`src/sv/pgmh_pkg.sv`:
```
package pgmh_pkg;

    localparam int POS_BITS      = 24;
    localparam int LEN_BITS      = POS_BITS + 1;
    localparam int SCAN_CMP_BITS = (POS_BITS > 16) ? POS_BITS : 16;
    localparam int PROD_BITS     = 32;
    localparam int DIFF_BITS     = ((LEN_BITS > PROD_BITS) ? LEN_BITS : PROD_BITS) + 1;
    localparam int VAL_BITS      = 16;
    localparam int OFFSET_BITS   = 24;

    localparam logic [7:0]  MAGIC_FIRST  = 8'h50;
    localparam logic [7:0]  MAGIC_SECOND = 8'h35;
    localparam logic [7:0]  COMMENT_MARK = 8'h23;
    localparam logic [7:0]  NEWLINE_CHAR = 8'h0A;
    localparam logic [15:0] SCAN_LIMIT_RESET = 16'd2000;
    localparam logic [15:0] NUMBER_MAX = 16'hFFFF;

    typedef enum logic [1:0] {
        STATUS_OK         = 2'd0,
        STATUS_BAD_MAGIC  = 2'd1,
        STATUS_INCOMPLETE = 2'd2,
        STATUS_TOO_SHORT  = 2'd3
    } status_t;

    // header summary of one finished file
    typedef struct packed {
        status_t               status;
        logic [VAL_BITS-1:0]   image_width;
        logic [VAL_BITS-1:0]   image_height;
        logic [VAL_BITS-1:0]   max_value;
        logic [LEN_BITS-1:0]   length;
    } snap_t;

    typedef struct packed {
        snap_t                 snap;
        logic [PROD_BITS-1:0]  size;
    } prod_t;

endpackage

```
`src/sv/pgmh_parse.sv`:
```
module pgmh_parse
    import pgmh_pkg::*;
(
    input  logic        clk,
    input  logic        rst_n,
    input  logic        in_valid,
    output logic        in_ready,
    input  logic [7:0]  data_byte,
    input  logic        last_byte,
    input  logic        cfg_we,
    input  logic [15:0] cfg_wdata,
    output logic        snap_valid,
    output snap_t       snap,
    input  logic        snap_ready
);

    logic [15:0]          scan_limit_reg;
    logic [POS_BITS-1:0]  pos_reg, pos_next;
    logic                 magic_reg, magic_next;
    logic                 in_comment_reg, in_comment_next;
    logic                 in_number_reg, in_number_next;
    logic [VAL_BITS-1:0]  acc_reg, acc_next;
    logic [1:0]           found_reg, found_next;
    logic [VAL_BITS-1:0]  values_reg [3];
    logic [VAL_BITS-1:0]  values_next [3];
    logic                 snap_valid_reg, snap_valid_next;
    snap_t                snap_reg, snap_next;

    logic                 accept;
    logic                 in_window;
    logic                 is_digit;
    logic                 commit;
    logic [19:0]          acc_wide;
    logic [LEN_BITS-1:0]  length;

    assign in_ready   = !snap_valid_reg || snap_ready;
    assign accept     = in_valid && in_ready;
    assign snap_valid = snap_valid_reg;
    assign snap       = snap_reg;

    always_comb
    begin
        magic_next = magic_reg;
        if (pos_reg == '0 && data_byte != MAGIC_FIRST)
        begin
            magic_next = 1'b0;
        end
        if (pos_reg == POS_BITS'(1) && data_byte != MAGIC_SECOND)
        begin
            magic_next = 1'b0;
        end

        in_window = magic_next && (pos_reg >= POS_BITS'(3))
                    && (SCAN_CMP_BITS'(pos_reg) < SCAN_CMP_BITS'(scan_limit_reg))
                    && (found_reg != 2'd3);
        is_digit  = data_byte inside {[8'h30:8'h39]};
        // acc*10 + digit, at most 20 bits
        acc_wide  = {1'b0, acc_reg, 3'b000} + {3'b000, acc_reg, 1'b0}
                    + {16'h0000, data_byte[3:0]};

        in_comment_next = in_comment_reg;
        in_number_next  = in_number_reg;
        acc_next        = acc_reg;
        commit          = 1'b0;

        if (in_window)
        begin
            if (in_comment_reg)
            begin
                if (data_byte == NEWLINE_CHAR)
                begin
                    in_comment_next = 1'b0;
                end
            end
            else if (data_byte == COMMENT_MARK)
            begin
                commit          = in_number_reg;
                in_comment_next = 1'b1;
            end
            else if (is_digit)
            begin
                acc_next       = (acc_wide > 20'(NUMBER_MAX)) ? NUMBER_MAX : acc_wide[15:0];
                in_number_next = 1'b1;
            end
            else
            begin
                commit = in_number_reg;
            end
        end
        else if (in_comment_reg && data_byte == NEWLINE_CHAR)
        begin
            in_comment_next = 1'b0;
        end

        found_next = found_reg;
        if (commit)
        begin
            acc_next       = '0;
            in_number_next = 1'b0;
            found_next     = found_reg + 2'd1;
        end
        for (int i = 0; i < 3; i++)
        begin
            values_next[i] = (commit && found_reg == 2'(i)) ? acc_reg : values_reg[i];
        end

        pos_next = (pos_reg == '1) ? pos_reg : pos_reg + POS_BITS'(1);
        length   = LEN_BITS'(pos_reg) + LEN_BITS'(1);

        snap_next.image_width  = values_next[0];
        snap_next.image_height = values_next[1];
        snap_next.max_value    = values_next[2];
        snap_next.length       = length;
        if (!magic_next || pos_reg == '0)
        begin
            snap_next.status = STATUS_BAD_MAGIC;
        end
        else if (found_next != 2'd3)
        begin
            snap_next.status = STATUS_INCOMPLETE;
        end
        else
        begin
            snap_next.status = STATUS_OK;
        end

        if (accept && last_byte)
        begin
            snap_valid_next = 1'b1;
        end
        else if (snap_ready)
        begin
            snap_valid_next = 1'b0;
        end
        else
        begin
            snap_valid_next = snap_valid_reg;
        end
    end

    always_ff @(posedge clk or negedge rst_n)
    begin
        if (!rst_n)
        begin
            scan_limit_reg <= SCAN_LIMIT_RESET;
            pos_reg        <= '0;
            magic_reg      <= 1'b1;
            in_comment_reg <= 1'b0;
            in_number_reg  <= 1'b0;
            acc_reg        <= '0;
            found_reg      <= '0;
            for (int i = 0; i < 3; i++)
            begin
                values_reg[i] <= '0;
            end
            snap_valid_reg <= 1'b0;
        end
        else
        begin
            if (cfg_we)
            begin
                scan_limit_reg <= cfg_wdata;
            end
            snap_valid_reg <= snap_valid_next;
            if (accept)
            begin
                if (last_byte)
                begin
                    // start over for the next file
                    pos_reg        <= '0;
                    magic_reg      <= 1'b1;
                    in_comment_reg <= 1'b0;
                    in_number_reg  <= 1'b0;
                    acc_reg        <= '0;
                    found_reg      <= '0;
                    for (int i = 0; i < 3; i++)
                    begin
                        values_reg[i] <= '0;
                    end
                end
                else
                begin
                    pos_reg        <= pos_next;
                    magic_reg      <= magic_next;
                    in_comment_reg <= in_comment_next;
                    in_number_reg  <= in_number_next;
                    acc_reg        <= acc_next;
                    found_reg      <= found_next;
                    for (int i = 0; i < 3; i++)
                    begin
                        values_reg[i] <= values_next[i];
                    end
                end
            end
        end
    end

    always_ff @(posedge clk)
    begin
        if (accept && last_byte)
        begin
            snap_reg <= snap_next;
        end
    end

`ifndef SYNTHESIS
    a_last_clears: assert property (@(posedge clk) disable iff (!rst_n)
        (accept && last_byte) |=> (pos_reg == '0 && found_reg == 2'd0 && magic_reg))
        else $error("parse state not cleared after last item");
    a_done_no_number: assert property (@(posedge clk) disable iff (!rst_n)
        (found_reg == 2'd3) |-> !in_number_reg)
        else $error("number open after three numbers found");
    a_bad_magic_zero: assert property (@(posedge clk) disable iff (!rst_n)
        !magic_reg |-> (found_reg == 2'd0 && acc_reg == '0))
        else $error("header parsed despite bad magic");
    a_snap_from_last: assert property (@(posedge clk) disable iff (!rst_n)
        (snap_valid_reg && !$past(snap_valid_reg)) |-> $past(accept && last_byte))
        else $error("summary without last item");
`endif

endmodule

```
`src/sv/pgmh_mult.sv`:
```
module pgmh_mult
    import pgmh_pkg::*;
(
    input  logic  clk,
    input  logic  rst_n,
    input  logic  snap_valid,
    input  snap_t snap,
    output logic  snap_ready,
    output logic  prod_valid,
    output prod_t prod,
    input  logic  prod_ready
);

    logic  prod_valid_reg;
    prod_t prod_reg;

    assign snap_ready = !prod_valid_reg || prod_ready;
    assign prod_valid = prod_valid_reg;
    assign prod       = prod_reg;

    always_ff @(posedge clk or negedge rst_n)
    begin
        if (!rst_n)
        begin
            prod_valid_reg <= 1'b0;
        end
        else if (snap_ready)
        begin
            prod_valid_reg <= snap_valid;
        end
    end

    always_ff @(posedge clk)
    begin
        if (snap_ready && snap_valid)
        begin
            prod_reg.snap <= snap;
            prod_reg.size <= PROD_BITS'(snap.image_width) * PROD_BITS'(snap.image_height);
        end
    end

`ifndef SYNTHESIS
    a_hold_stalled: assert property (@(posedge clk) disable iff (!rst_n)
        (prod_valid_reg && !prod_ready) |=> (prod_valid_reg && $stable(prod_reg)))
        else $error("product stage lost an item");
    a_size_match: assert property (@(posedge clk) disable iff (!rst_n)
        prod_valid_reg |-> (prod_reg.size == PROD_BITS'(prod_reg.snap.image_width)
                            * PROD_BITS'(prod_reg.snap.image_height)))
        else $error("product does not match dimensions");
    a_zero_size: assert property (@(posedge clk) disable iff (!rst_n)
        (prod_valid_reg && prod_reg.snap.status == STATUS_BAD_MAGIC) |-> prod_reg.size == '0)
        else $error("bad magic with nonzero size");
`endif

endmodule

```
`src/sv/pgmh_result.sv`:
```
module pgmh_result
    import pgmh_pkg::*;
(
    input  logic                   clk,
    input  logic                   rst_n,
    input  logic                   prod_valid,
    input  prod_t                  prod,
    output logic                   prod_ready,
    output logic                   out_valid,
    input  logic                   out_ready,
    output status_t                status,
    output logic [VAL_BITS-1:0]    image_width,
    output logic [VAL_BITS-1:0]    image_height,
    output logic [VAL_BITS-1:0]    max_value,
    output logic [OFFSET_BITS-1:0] pixel_offset
);

    logic                   out_valid_reg;
    status_t                status_reg, status_next;
    logic [VAL_BITS-1:0]    width_reg, height_reg, maxv_reg;
    logic [OFFSET_BITS-1:0] offset_reg, offset_next;
    logic [DIFF_BITS-1:0]   diff;

    assign prod_ready   = !out_valid_reg || out_ready;
    assign out_valid    = out_valid_reg;
    assign status       = status_reg;
    assign image_width  = width_reg;
    assign image_height = height_reg;
    assign max_value    = maxv_reg;
    assign pixel_offset = offset_reg;

    always_comb
    begin
        diff        = DIFF_BITS'(prod.snap.length) - DIFF_BITS'(prod.size);
        status_next = prod.snap.status;
        offset_next = '0;
        if (prod.snap.status == STATUS_OK)
        begin
            // borrow or zero means the file has no room for the pixels
            if (diff[DIFF_BITS-1] || diff == '0)
            begin
                status_next = STATUS_TOO_SHORT;
            end
            else
            begin
                offset_next = diff[OFFSET_BITS-1:0];
            end
        end
    end

    always_ff @(posedge clk or negedge rst_n)
    begin
        if (!rst_n)
        begin
            out_valid_reg <= 1'b0;
        end
        else if (prod_ready)
        begin
            out_valid_reg <= prod_valid;
        end
    end

    always_ff @(posedge clk)
    begin
        if (prod_ready && prod_valid)
        begin
            status_reg <= status_next;
            width_reg  <= prod.snap.image_width;
            height_reg <= prod.snap.image_height;
            maxv_reg   <= prod.snap.max_value;
            offset_reg <= offset_next;
        end
    end

`ifndef SYNTHESIS
    a_offset_zero: assert property (@(posedge clk) disable iff (!rst_n)
        (out_valid_reg && status_reg != STATUS_OK) |-> offset_reg == '0)
        else $error("offset set on failed header");
    a_bad_magic_dims: assert property (@(posedge clk) disable iff (!rst_n)
        (out_valid_reg && status_reg == STATUS_BAD_MAGIC)
        |-> (width_reg == '0 && height_reg == '0 && maxv_reg == '0))
        else $error("dimensions reported with bad magic");
    a_load_follows: assert property (@(posedge clk) disable iff (!rst_n)
        (prod_valid && prod_ready) |=> out_valid_reg)
        else $error("result stage dropped an item");
`endif

endmodule

```
`src/sv/pgm_header_parser_unit.sv`:
```
// pgm header parser: takes the bytes of a binary greyscale image file on the
// s_axis channel, one item per byte (tdata = byte, tlast = final byte of file)
// and gives one result item on m_axis per file, after its final byte.
// the result holds status, width, height, maximum value and the pixel offset
// (file length minus width*height, valid when status is ok).
// cfg_we / cfg_wdata write the scan limit (reset 2000); write only when idle.
// throughput: one byte item per cycle while the summary register can move on;
// the parse state updates in the cycle the item is accepted.
// the result is registered in turn in the summary register, the width*height
// multiplier register and the result register after the final byte is accepted.
// reset clears all parse state and the pipeline; the scan limit goes to 2000.
// when m_axis stalls, results wait in the three registers; once the summary
// register is full and cannot move on, s_axis stops taking any byte.
module pgm_header_parser_unit
    import pgmh_pkg::*;
(
    input  logic        clk,
    input  logic        rst_n,
    input  logic        s_axis_tvalid,
    output logic        s_axis_tready,
    input  logic [7:0]  s_axis_tdata,   // data_byte
    input  logic        s_axis_tlast,   // last_byte
    output logic        m_axis_tvalid,
    input  logic        m_axis_tready,
    output logic [79:0] m_axis_tdata,   // status, image_width, image_height,
                                        // max_value, pixel_offset, zero pad
    input  logic        cfg_we,
    input  logic [15:0] cfg_wdata
);

    logic                   snap_valid, snap_ready;
    snap_t                  snap;
    logic                   prod_valid, prod_ready;
    prod_t                  prod;
    status_t                status;
    logic [VAL_BITS-1:0]    image_width, image_height, max_value;
    logic [OFFSET_BITS-1:0] pixel_offset;

    pgmh_parse u_parse (
        .clk        (clk),
        .rst_n      (rst_n),
        .in_valid   (s_axis_tvalid),
        .in_ready   (s_axis_tready),
        .data_byte  (s_axis_tdata),
        .last_byte  (s_axis_tlast),
        .cfg_we     (cfg_we),
        .cfg_wdata  (cfg_wdata),
        .snap_valid (snap_valid),
        .snap       (snap),
        .snap_ready (snap_ready)
    );

    pgmh_mult u_mult (
        .clk        (clk),
        .rst_n      (rst_n),
        .snap_valid (snap_valid),
        .snap       (snap),
        .snap_ready (snap_ready),
        .prod_valid (prod_valid),
        .prod       (prod),
        .prod_ready (prod_ready)
    );

    pgmh_result u_result (
        .clk          (clk),
        .rst_n        (rst_n),
        .prod_valid   (prod_valid),
        .prod         (prod),
        .prod_ready   (prod_ready),
        .out_valid    (m_axis_tvalid),
        .out_ready    (m_axis_tready),
        .status       (status),
        .image_width  (image_width),
        .image_height (image_height),
        .max_value    (max_value),
        .pixel_offset (pixel_offset)
    );

    assign m_axis_tdata = {6'b000000, pixel_offset, max_value, image_height,
                           image_width, status};

endmodule

```
`config.mk`:
```
export PLATFORM = sky130hd
export DESIGN_NAME = pgm_header_parser_unit
export DESIGN_NICKNAME = d
export VERILOG_FILES = /design/src/sv/pgmh_pkg.sv /design/src/sv/pgmh_parse.sv /design/src/sv/pgmh_mult.sv /design/src/sv/pgmh_result.sv /design/src/sv/pgm_header_parser_unit.sv
export SDC_FILE = /design/constraint.sdc
export NUM_CORES = 1
export LEC_CHECK = 0
export ABC_AREA = 1
export ABC_CLOCK_PERIOD_IN_PS = 7900
export BUFFER_PORTS_ARGS = -buffer_cell sky130_fd_sc_hd__buf_4
export CAP_MARGIN = 20
export CORE_ASPECT_RATIO = 0.5
export CORE_MARGIN = 5
export CORE_UTILIZATION = 35
export CTS_CLUSTER_SIZE = 14
export DETAILED_ROUTE_END_ITERATION = 12
export PLACE_DENSITY_LB_ADDON = 0.08
export SLEW_MARGIN = 20
export SYNTH_ARGS = -nofsm -noshare
export SYNTH_HDL_FRONTEND = slang
export SYNTH_HIERARCHICAL = 1
export SYNTH_SLANG_ARGS = --single-unit
```
`constraint.sdc`:
```
create_clock -name clk -period 7.9 [get_ports clk]
set_input_delay 1.185 -clock clk [delete_from_list [all_inputs] [get_ports clk]]
set_output_delay 1.185 -clock clk [all_outputs]
set_load 0.01 [all_outputs]
```
# == After elaboration in Yosys (flattened, before gate mapping) ==
# Cells that the tools add are included.
# totals
rom_bits,0
reg_bits,368
out_inout_bits,82
memories,0
mem_bits_rw,0
inputBits,30
latch_bits,0
# op_classes
reduce_logical,35
multipliers,1
div,0
order_cmp,5
add_sub_neg,6
n_shift,0
bitwise,1
eq_ne,13
n_mux,39
# ops
cell,n
16-bit 2-to-1 mux,10
24-bit 2-to-1 mux,2
48-bit 2-to-1 mux,1
33-bit zero test,1
25-bit by 32-bit subtractor with 33-bit output,1
16-bit by 16-bit multiplier with 32-bit output,1
24-bit by 1-bit adder with 25-bit output (second input constant),1
24-bit by 1-bit adder with 24-bit output (second input constant),1
24-bit by 1-bit == test with 1-bit output (second input constant),1
24-bit == test (second input constant),1
24-bit by 2-bit greater-or-equal comparator with 1-bit output (second input constant),1
24-bit zero test,1
24-bit by 16-bit less-than comparator with 1-bit output,1
1-bit 2-to-1 mux,21
19-bit by 17-bit adder with 20-bit output,1
20-bit by 4-bit adder with 20-bit output,1
20-bit by 16-bit > comparator with 1-bit output (second input constant),1
1-bit logical AND,14
2-bit 2-to-1 mux,5
3-bit nonzero test,3
8-bit by 4-bit == test with 1-bit output (second input constant),1
8-bit by 6-bit == test with 1-bit output (second input constant),1
8-bit by 6-bit greater-or-equal comparator with 1-bit output (second input constant),1
8-bit by 6-bit <= comparator with 1-bit output (second input constant),1
other kinds (16),27

# == Depth between registers and ports, before layout ==
# Gate-level depths: netlist of run 1.
# depth
word_depth,11
mapped_depth,27
ltp_nobuf,25

# == Modules after synthesis ==
# The synthesis of run 1 kept the hierarchy.
# modules_own_cells
mod,cells_each,n_inst,area_each_um2,seq_area_each_um2
pgmh_mult,1493,1,12829.8,3238.1
pgmh_parse,1221,1,10117.2,5013.6
pgmh_result,684,1,5062.4,2247.2
pgm_header_parser_unit,7,1,48.8,0.0

# == Worst setup path after synthesis of run 1 ==
# Ideal clock, no wire load.
# synth_timing
path_kind,input to register
from,input port m_axis_tready
to,"register u_mult.prod_reg (netlist bit u_mult/prod[0]), enable pin"
setup_time_ns,0.608
path_slack_ns,0.817
cell_stages,4
arrival_ns,6.475
required_time_ns,7.292
path_cell_list,inv_1 nand2_1 inv_1 a21oi_1
# synth_via
elab_chain_len,3
# synth_rtl
element,line,text
"start, declared",pgm_header_parser_unit.sv:24,"input logic m_axis_tready,"
1-bit logical OR,pgmh_result.sv:24,assign prod_ready = !out_valid_reg || out_ready;
named net prod_ready,pgm_header_parser_unit.sv:33,"logic prod_valid, prod_ready;"
1-bit logical OR,pgmh_mult.sv:17,assign snap_ready = !prod_valid_reg || prod_ready;
1-bit logical AND,pgmh_mult.sv:35,if (snap_ready && snap_valid)
"end, declared",pgmh_mult.sv:15,prod_t prod_reg;
# The timed path passes the listed nets, and every way through them passes these cells.
# A chain may end at the register's enable or synchronous reset.

# == Worst setup path in the final report of run 1 ==
# layout_timing
from,register u_parse.snap_reg (netlist bit u_parse/snap[70])
to,"register u_mult.prod_reg (netlist bit u_mult/prod[30]), data pin"
# layout_via
elab_chain_len,1
# layout_rtl
element,line,text
"start, declared",pgmh_parse.sv:27,"snap_t snap_reg, snap_next;"
"start signal, assigned",pgmh_parse.sv:202,snap_reg <= snap_next;
16-bit by 16-bit multiplier with 32-bit output,pgmh_mult.sv:38,prod_reg.size <= PROD_BITS'(snap.image_width) * PROD_BITS'(snap.image_height);
# Every way passes these cells.

==> results of run 1 <==
-- area by class of cell --
cell class                 count  share of cell area (%)
clock buffer                  56                    3.57
clock inverter                18                   0.700
inverter                     734                    8.86
multi-input combinational   2196                    46.0
sequential                   368                    33.7
tap                         1050                    4.22
timing repair buffer         116                    2.86
-- logic make-up after synthesis --
logic type | count (synthesis)
multiplexers | 1
AND/OR/NAND/NOR | 1658
buffers and inverters | 846
flip-flops | 368
other | 1
XOR/XNOR | 49
adder cells (fa/ha/maj) | 379
AO/OA/AOI/OAI | 103
-- per-stage QoR --
stage	cells	hold slack (ns)	setup WS (ns)	area, um2	total power, mW
after floorplan	3410	0.400	0.817	28100	5.12
after global placement	4463	0.402	1.91	29800	6.23
after detailed placement	4464	0.405	1.91	29800	6.21
after CTS	4538	0.413	1.92	31100	8.18
after global routing	4538	0.424	1.56	31100	8.80
final	4538	0.409	1.96	31100	8.04
-- path summary, 6_finish.rpt --
path / from / to
max: u_parse/snap[70] / u_mult/prod[30]
min: u_parse/snap[15] / u_mult/prod[47]
min reg2reg: u_parse/snap[15] / u_mult/prod[47]
max in group asynchronous: rst_n / u_parse/values_reg[28]
min in group asynchronous: rst_n / u_parse/found_reg[1]
max reg2reg: u_parse/snap[70] / u_mult/prod[30]
-- per-layer routing --
layer / vias up / GRT usage [%] / part of all wire (%)
met5: - / 0 / 0
met4: 0 / 2.51 / 1.2
met3: 56 / 2.64 / 4.1
met2: 333 / 27.6 / 43
met1: 9932 / 26.9 / 52
li1: 10446 / - / -
-- worst max-delay path, cell delays in order (launching register included) --
cell and delay (ns):
edfxtp_1 1.03, nand2_1 0.19, fa_1 0.54, fa_1 0.49, inv_1 0.05, fa_1 0.53, fa_1 0.44, fa_1 0.54
inv_1 0.05, fa_1 0.52, inv_1 0.04, ha_1 0.36, nand2_1 0.18, inv_1 0.05, nand2_1 0.06, nand2_1 0.09
nand2_1 0.08, nand2_1 0.07, a21oi_1 0.19, nand2_1 0.07, nand2_1 0.07, nand2_1 0.04
-- power groups by stage --
| stage | combinational [mW] | clock [mW] | sequential, mW |
|---|---|---|---|
| 2_1_floorplan | 2.70 | 0 | 2.42 |
| 3_3_place_gp | 3.76 | 0 | 2.46 |
| 3_5_place_dp | 3.75 | 0 | 2.46 |
| 4_1_cts | 3.77 | 1.98 | 2.43 |
| 5_1_grt | 4.29 | 2.07 | 2.44 |
| 6_report | 3.71 | 1.91 | 2.42 |
-- cells in the final DEF (no fill, tap or decap), types with 6 or more instances in the layout --
cell type  synthesis  layout
clkbuf_16          0      40
xnor2_1           18      18
fa_1             197     197
edfxtp_1         256     256
clkbuf_1          83      11
inv_2             27      27
nor2_2            32      32
a21oi_1           48      46
ha_1             182     182
nand3_1          162     162
conb_1             1       6
o21ai_1           20      20
dfrtp_1          105     105
buf_4              8     115
nand4_1           37      37
nand3_2           17      17
nor3_1            23      23
and2_1             8       8
nand3b_1           7       7
nor2_4             8      10
o21ai_0           22      22
nor2_1           147     145
inv_1            703     703
nand2_2           27      28
xor2_1            31      31
dfstp_2            7       7
nand2_1         1168    1167
==> impl_metrics.tcl, run 1 <==
set metrics [dict create \
    status "finished, final reports clean" \
    hold_class "flop to flop" \
    holdPathStages 0 \
    firstDrtPassIters 5 \
    drv_cap 0 \
    setup_violations 0 \
    synth_mux_area_share_pct 0.0401 \
    grt_start_max_net_pins 67 \
    syn_area_per_cell_um2 8.24 \
    grt_use_total_pct 17.7 \
    yosys.area_share.simple_pct 25.2 \
    leakagePower_nw 16.6 \
    io_pins 112 \
    vias 20767 \
    drc_errors 0 \
    maxSlewViolCount 0 \
    multiInputGateArea_um2 14300 \
    required_ns 8.24 \
    initial_core_util_pct 35.3 \
    rsz0062_at_grt "no" \
    cts_made_buffers 40 \
    period_share_pct 75.2 \
    path_class "flop to flop" \
    ys.flop_type "edfxtp_1" \
    hold_buffers 0 \
    yosys.area.top_type_share_pct 27.4 \
    clock_path_buffers 3 \
    overflow 0 \
    fp.dieArea_um2 86300 \
    port_buffers 105 \
    die_w_um 410 \
    worstMarginPinSlew_ns 1.04 \
    post_drt_wl_per_cell_um 16.9 \
    synth_cell_types 49 \
    htreeDepth 2 \
    p_clk_share_pct 23.8 \
    seqCellArea_um2 10500 \
    synth-edff-count 256 \
    reg2reg_setup_slack_ns 1.96 \
    p_switching_mw 3.41 \
    gp_congestion 0.848 \
    clockRootBuffer "clkbuf_16" \
    drtAntennaViolNets 0 \
    post_cts_buffers 0 \
    cts_resized 0 \
    async_reset_ff_share_pct 30.4 \
    cp_max_fo 17 \
    grt_antenna_before_repair 0 \
    setup-tns-final_ns 0 \
    p_per_area_nw_per_um2 258 \
    fin_util_pct 39.2 \
    synthXorXnorAreaFrac_pct 1.53 \
    drive_above_1_share_pct 9.06 \
    num_rows 73 \
    slew_headroom_pct 30.7 \
    final_nets 3865 \
    cts.sinks 368 \
    yosys_warnings 6 \
    drt_wl_total_mm 76.5 \
    synthTopCellsByArea "edfxtp_1 (27%), nand2_1 (16%), fa_1 (14%)" \
    post-dp-hpwl_mm 58.2 \
    internal-power_mw 4.63 \
    switching_share_pct 42.4 \
    syn_to_final_growth_pct 10.9 \
    crit_path_start_kind "flop" \
    critical_path_arrival_ns 6.28 \
    path_clk_slew_ns 0.07 \
    ir_worst_vdd_v 0.000142 \
    fmax_ghz 0.168 \
    syn_area_um2 28100 \
    end_kind "flop" \
    die_y_um 210 \
    netlist_top_cells_count "nand2_1 (1168), inv_1 (703), edfxtp_1 (256)" \
    via_per_inst 4.58 \
    seq_area_frac_synth_pct 37.4 \
    largest_register_ffs 107 \
    synth-compound-area-share_pct 1.94 \
    synthMostInstantiatedCell "nand2_1" \
    hold_viol_final 0 \
    skew_ns 0.0258 \
    share_seq_of_total_power_pct 30.1 \
    ys_seq_elements 368 \
    core_um2 79500 \
    grt_first_pass_wirelength_mm 120 \
    clk_latency_ns 0.59 \
    post-route-min-period_ns 5.94 \
    fillers 8125 \
    diodes 0 \
    netlist_instances 3405 \
    drt_iter0_drc 1140 \
    comb_power_share_pct 46.1 \
    synth_top_family_by_area "simple AND/OR/NAND/NOR gates" \
    r2r_cells 21 \
    synth_area_leader_cell "edfxtp_1" \
    grt_pass1_vias 20613 \
    synthAdderAreaFrac_pct 22.2 \
    cts_tree "yes" \
]
Power figures use the tool's default switching activity.
==> inputs of run 2 (changes only) <==
--- a/config.mk
+++ b/config.mk
@@ -5,8 +5,8 @@
 export SDC_FILE = /design/constraint.sdc
 export NUM_CORES = 1
 export LEC_CHECK = 0
-export ABC_AREA = 1
-export ABC_CLOCK_PERIOD_IN_PS = 7900
+export ABC_AREA = 0
+export ABC_CLOCK_PERIOD_IN_PS = 5710
 export BUFFER_PORTS_ARGS = -buffer_cell sky130_fd_sc_hd__buf_4
 export CAP_MARGIN = 20
 export CORE_ASPECT_RATIO = 0.5
==> constraint.sdc (replaced) <==
create_clock -name clk -period 5.71 [get_ports clk]
set_input_delay 0.8565 -clock clk [delete_from_list [all_inputs] [get_ports clk]]
set_output_delay 0.8565 -clock clk [all_outputs]
set_load 0.01 [all_outputs]
==> run 2 against run 1 <==
- the run now ends with negative setup slack left
- power up 53%
- cell count decreased by 18%
- register-to-register slack worse by 2.1 ns
- first-iteration DRC count grew 12%
- core utilization is 3.0 points higher
- sequential power is 37% higher
- highest routed layer unchanged
==> impl_metrics.tcl, run 2 <==
set metrics [dict create \
    cts_tree "yes" \
    grt_pass1_vias 19358 \
    design_area_um2 31800 \
    period_share_pct 102 \
    netlist_instances 2442 \
    hold_viol_final 0 \
    post_drt_wl_per_cell_um 19.8 \
    drc_errors 0 \
    path_class "flop to flop" \
    synth_cell_types 100 \
    reg2reg_setup_slack_ns -0.13 \
    async_reset_ff_share_pct 30.4 \
    grt_start_max_net_pins 71 \
    synth_area_leader_cell "edfxtp_1" \
    ir_worst_vdd_v 0.000378 \
    drive_above_1_share_pct 20.4 \
    htreeDepth 2 \
    drt_wl_total_mm 74.0 \
    drtAntennaViolNets 0 \
    worstMarginPinSlew_ns 1.05 \
    path_clk_slew_ns 0.06 \
    port_buffers 105 \
    p_per_area_nw_per_um2 388 \
    critical_path_arrival_ns 6.17 \
    netlist_top_cells_count "inv_1 (292), edfxtp_1 (256), nand2_1 (250)" \
    rsz0062_at_grt "yes" \
    seq_area_frac_synth_pct 39.4 \
    syn_to_final_growth_pct 19.1 \
    skew_ns 0.0221 \
    clock_path_buffers 3 \
    setup_violations 8 \
    synth-edff-count 256 \
    r2r_cells 19 \
    ys.flop_type "edfxtp_1" \
    whs_ns 0.407 \
    post-route-min-period_ns 5.84 \
    drv_cap 0 \
    synthTopCellsByArea "edfxtp_1 (29%), fa_1 (15%), dfrtp_1 (9.9%)" \
    slew_headroom_pct 28.1 \
    required_ns 6.04 \
    fin_util_pct 42.1 \
    gp_congestion 0.894 \
    syn_area_per_cell_um2 10.9 \
    maxSlewViolCount 0 \
    drt_iter0_drc 1282 \
    cts.sinks 368 \
    status "finished, violations left" \
    p_total_mw 12.3 \
    final_common_cell "inv_1" \
    pre_cts_slack_ns -0.428 \
    core_um2 75300 \
    dp_cells 3625 \
    startpoint "u_parse/snap[47]" \
    ys_seq_elements 368 \
    placed_cell_area_um2 29600 \
    grt_antenna_before_repair 0 \
    final_nets 3083 \
    setup-tns-final_ns -0.626 \
    io_pins 112 \
    crit_path_start_kind "flop" \
    synthMostInstantiatedCell "inv_1" \
    grt_first_pass_wirelength_mm 116 \
    hold_class "input port to asynchronous set/reset pin" \
    syn_area_um2 26700 \
    grt_use_total_pct 17.9 \
    vias 18878 \
    end_kind "flop" \
    mostFrequentLayoutCells "inv_1 (276), buf_4 (266), edfxtp_1 (256)" \
    worstSetupEndpoint "u_mult/prod[31]" \
    die_y_um 205 \
    r2r-end "u_mult/prod[31]" \
    fin_ws_ns -0.127 \
    yosys_warnings 6 \
    largest_register_ffs 107 \
    clockRootBuffer "clkbuf_16" \
    diodes 0 \
    via_per_inst 5.06 \
    clk_latency_ns 0.58 \
    fmax_ghz 0.171 \
    yosys.area.top_type_share_pct 28.8 \
    leakagePower_nw 13.9 \
    crit-reg2reg-launch "u_parse/snap[47]" \
    num_rows 71 \
    overflow 0 \
    post-dp-hpwl_mm 56.5 \
    firstDrtPassIters 5 \
    violations "negative setup slack" \
    fp.dieArea_um2 82100 \
    cts_made_buffers 40 \
    die_w_um 400 \
    initial_core_util_pct 35.4 \
    layout.cells.non_filler 3728 \
    cp_max_fo 6 \
]
run 2: cell count changes after synthesis, moves of 31 or more:
| cell | before | now |
|---|---|---|
| a221o_1 | 0 | 49 |
| and2_1 | 8 | 138 |
| inv_1 | 703 | 292 |
| mux2_2 | 1 | 39 |
| nand2_1 | 1168 | 250 |
| nand3_1 | 162 | 42 |
| nor2_1 | 147 | 103 |
| nor2_2 | 32 | 0 |
| nor3b_1 | 1 | 63 |
| o21ai_0 | 22 | 80 |
| xnor2_1 | 18 | 49 |
run 2: cells by family (layout without fill, tap and decap cells):
| group | count (synthesis) | in the layout | share of synthesized area [%] |
|---|---|---|---|
| AO/OA/AOI/OAI | 397 | 397 | 10.8 |
| other | 1 | 6 | 0.0141 |
| multiplexers | 52 | 52 | 2.20 |
| AND/OR/NAND/NOR | 762 | 762 | 15.4 |
| buffers and inverters | 406 | 665 | 6.36 |
| flip-flops | 368 | 368 | 39.4 |
| XOR/XNOR | 77 | 77 | 2.53 |
| adder cells (fa/ha/maj) | 379 | 379 | 23.3 |
run 2: layout make-up:
type                       count  area (um2)
clock inverter                20         314
timing repair buffer         299        2490
fill                        7343       43600
clock buffer                  54        1060
inverter                     292        1100
tap                         1022        1280
multi-input combinational   1673       15000
sequential                   368       10500
run 2: worst max-delay path, stage by stage (launching register included):
cell and delay, ns:
edfxtp_1 0.42, buf_6 0.16, and2_4 0.16, fa_1 0.55, inv_2 0.04, fa_1 0.50, fa_2 0.55, inv_2 0.04
fa_1 0.46, fa_1 0.56, inv_2 0.04, fa_1 0.54, inv_2 0.05, ha_4 0.27, nand4_1 0.12, or4_1 0.52
o211ai_1 0.19, a21oi_2 0.12, o31ai_2 0.21, xnor2_1 0.09
run 2: worst min path at each step:
stage,cells after the start,endpoint,start,slack [ns]
6_report,1,u_parse/acc_reg[14],rst_n,0.41
3_3_place_gp,0,u_result/image_height[12],u_mult/prod[85],0.40
4_1_cts,0,u_result/image_height[7],u_mult/prod[80],0.42
5_1_grt,0,u_result/image_width[3],u_mult/prod[92],0.42
2_1_floorplan,0,u_mult/prod[105],u_parse/snap[73],0.40
3_5_place_dp,0,u_mult/prod[48],u_parse/snap[16],0.40
run 2: per-layer routing:
layer | vias up | share of wire [%] | GRT usage [%]
li1 | 8953 | - | -
met1 | 9512 | 52 | 27.8
met2 | 352 | 43 | 26.7
met3 | 61 | 4.3 | 2.70
met4 | 0 | 1.2 | 2.92
met5 | - | 0 | 0
run 2: power by group:
| part | internal (mW) | switching [mW] | total [mW] | leakage (nW) |
|---|---|---|---|---|
| Sequential | 3.18 | 0.122 | 3.31 | 3.95 |
| Combinational | 2.70 | 3.55 | 6.25 | 9.28 |
| Clock | 1.60 | 1.16 | 2.76 | 0.657 |
run 2: timing repair:
action | in CTS | in global routing
gates resized for setup | 55 | 75
hold buffers | 0 | 0
pin swaps | 48 | 26
endpoints found under the setup margin | 17 | 17
setup buffers | 27 | 3
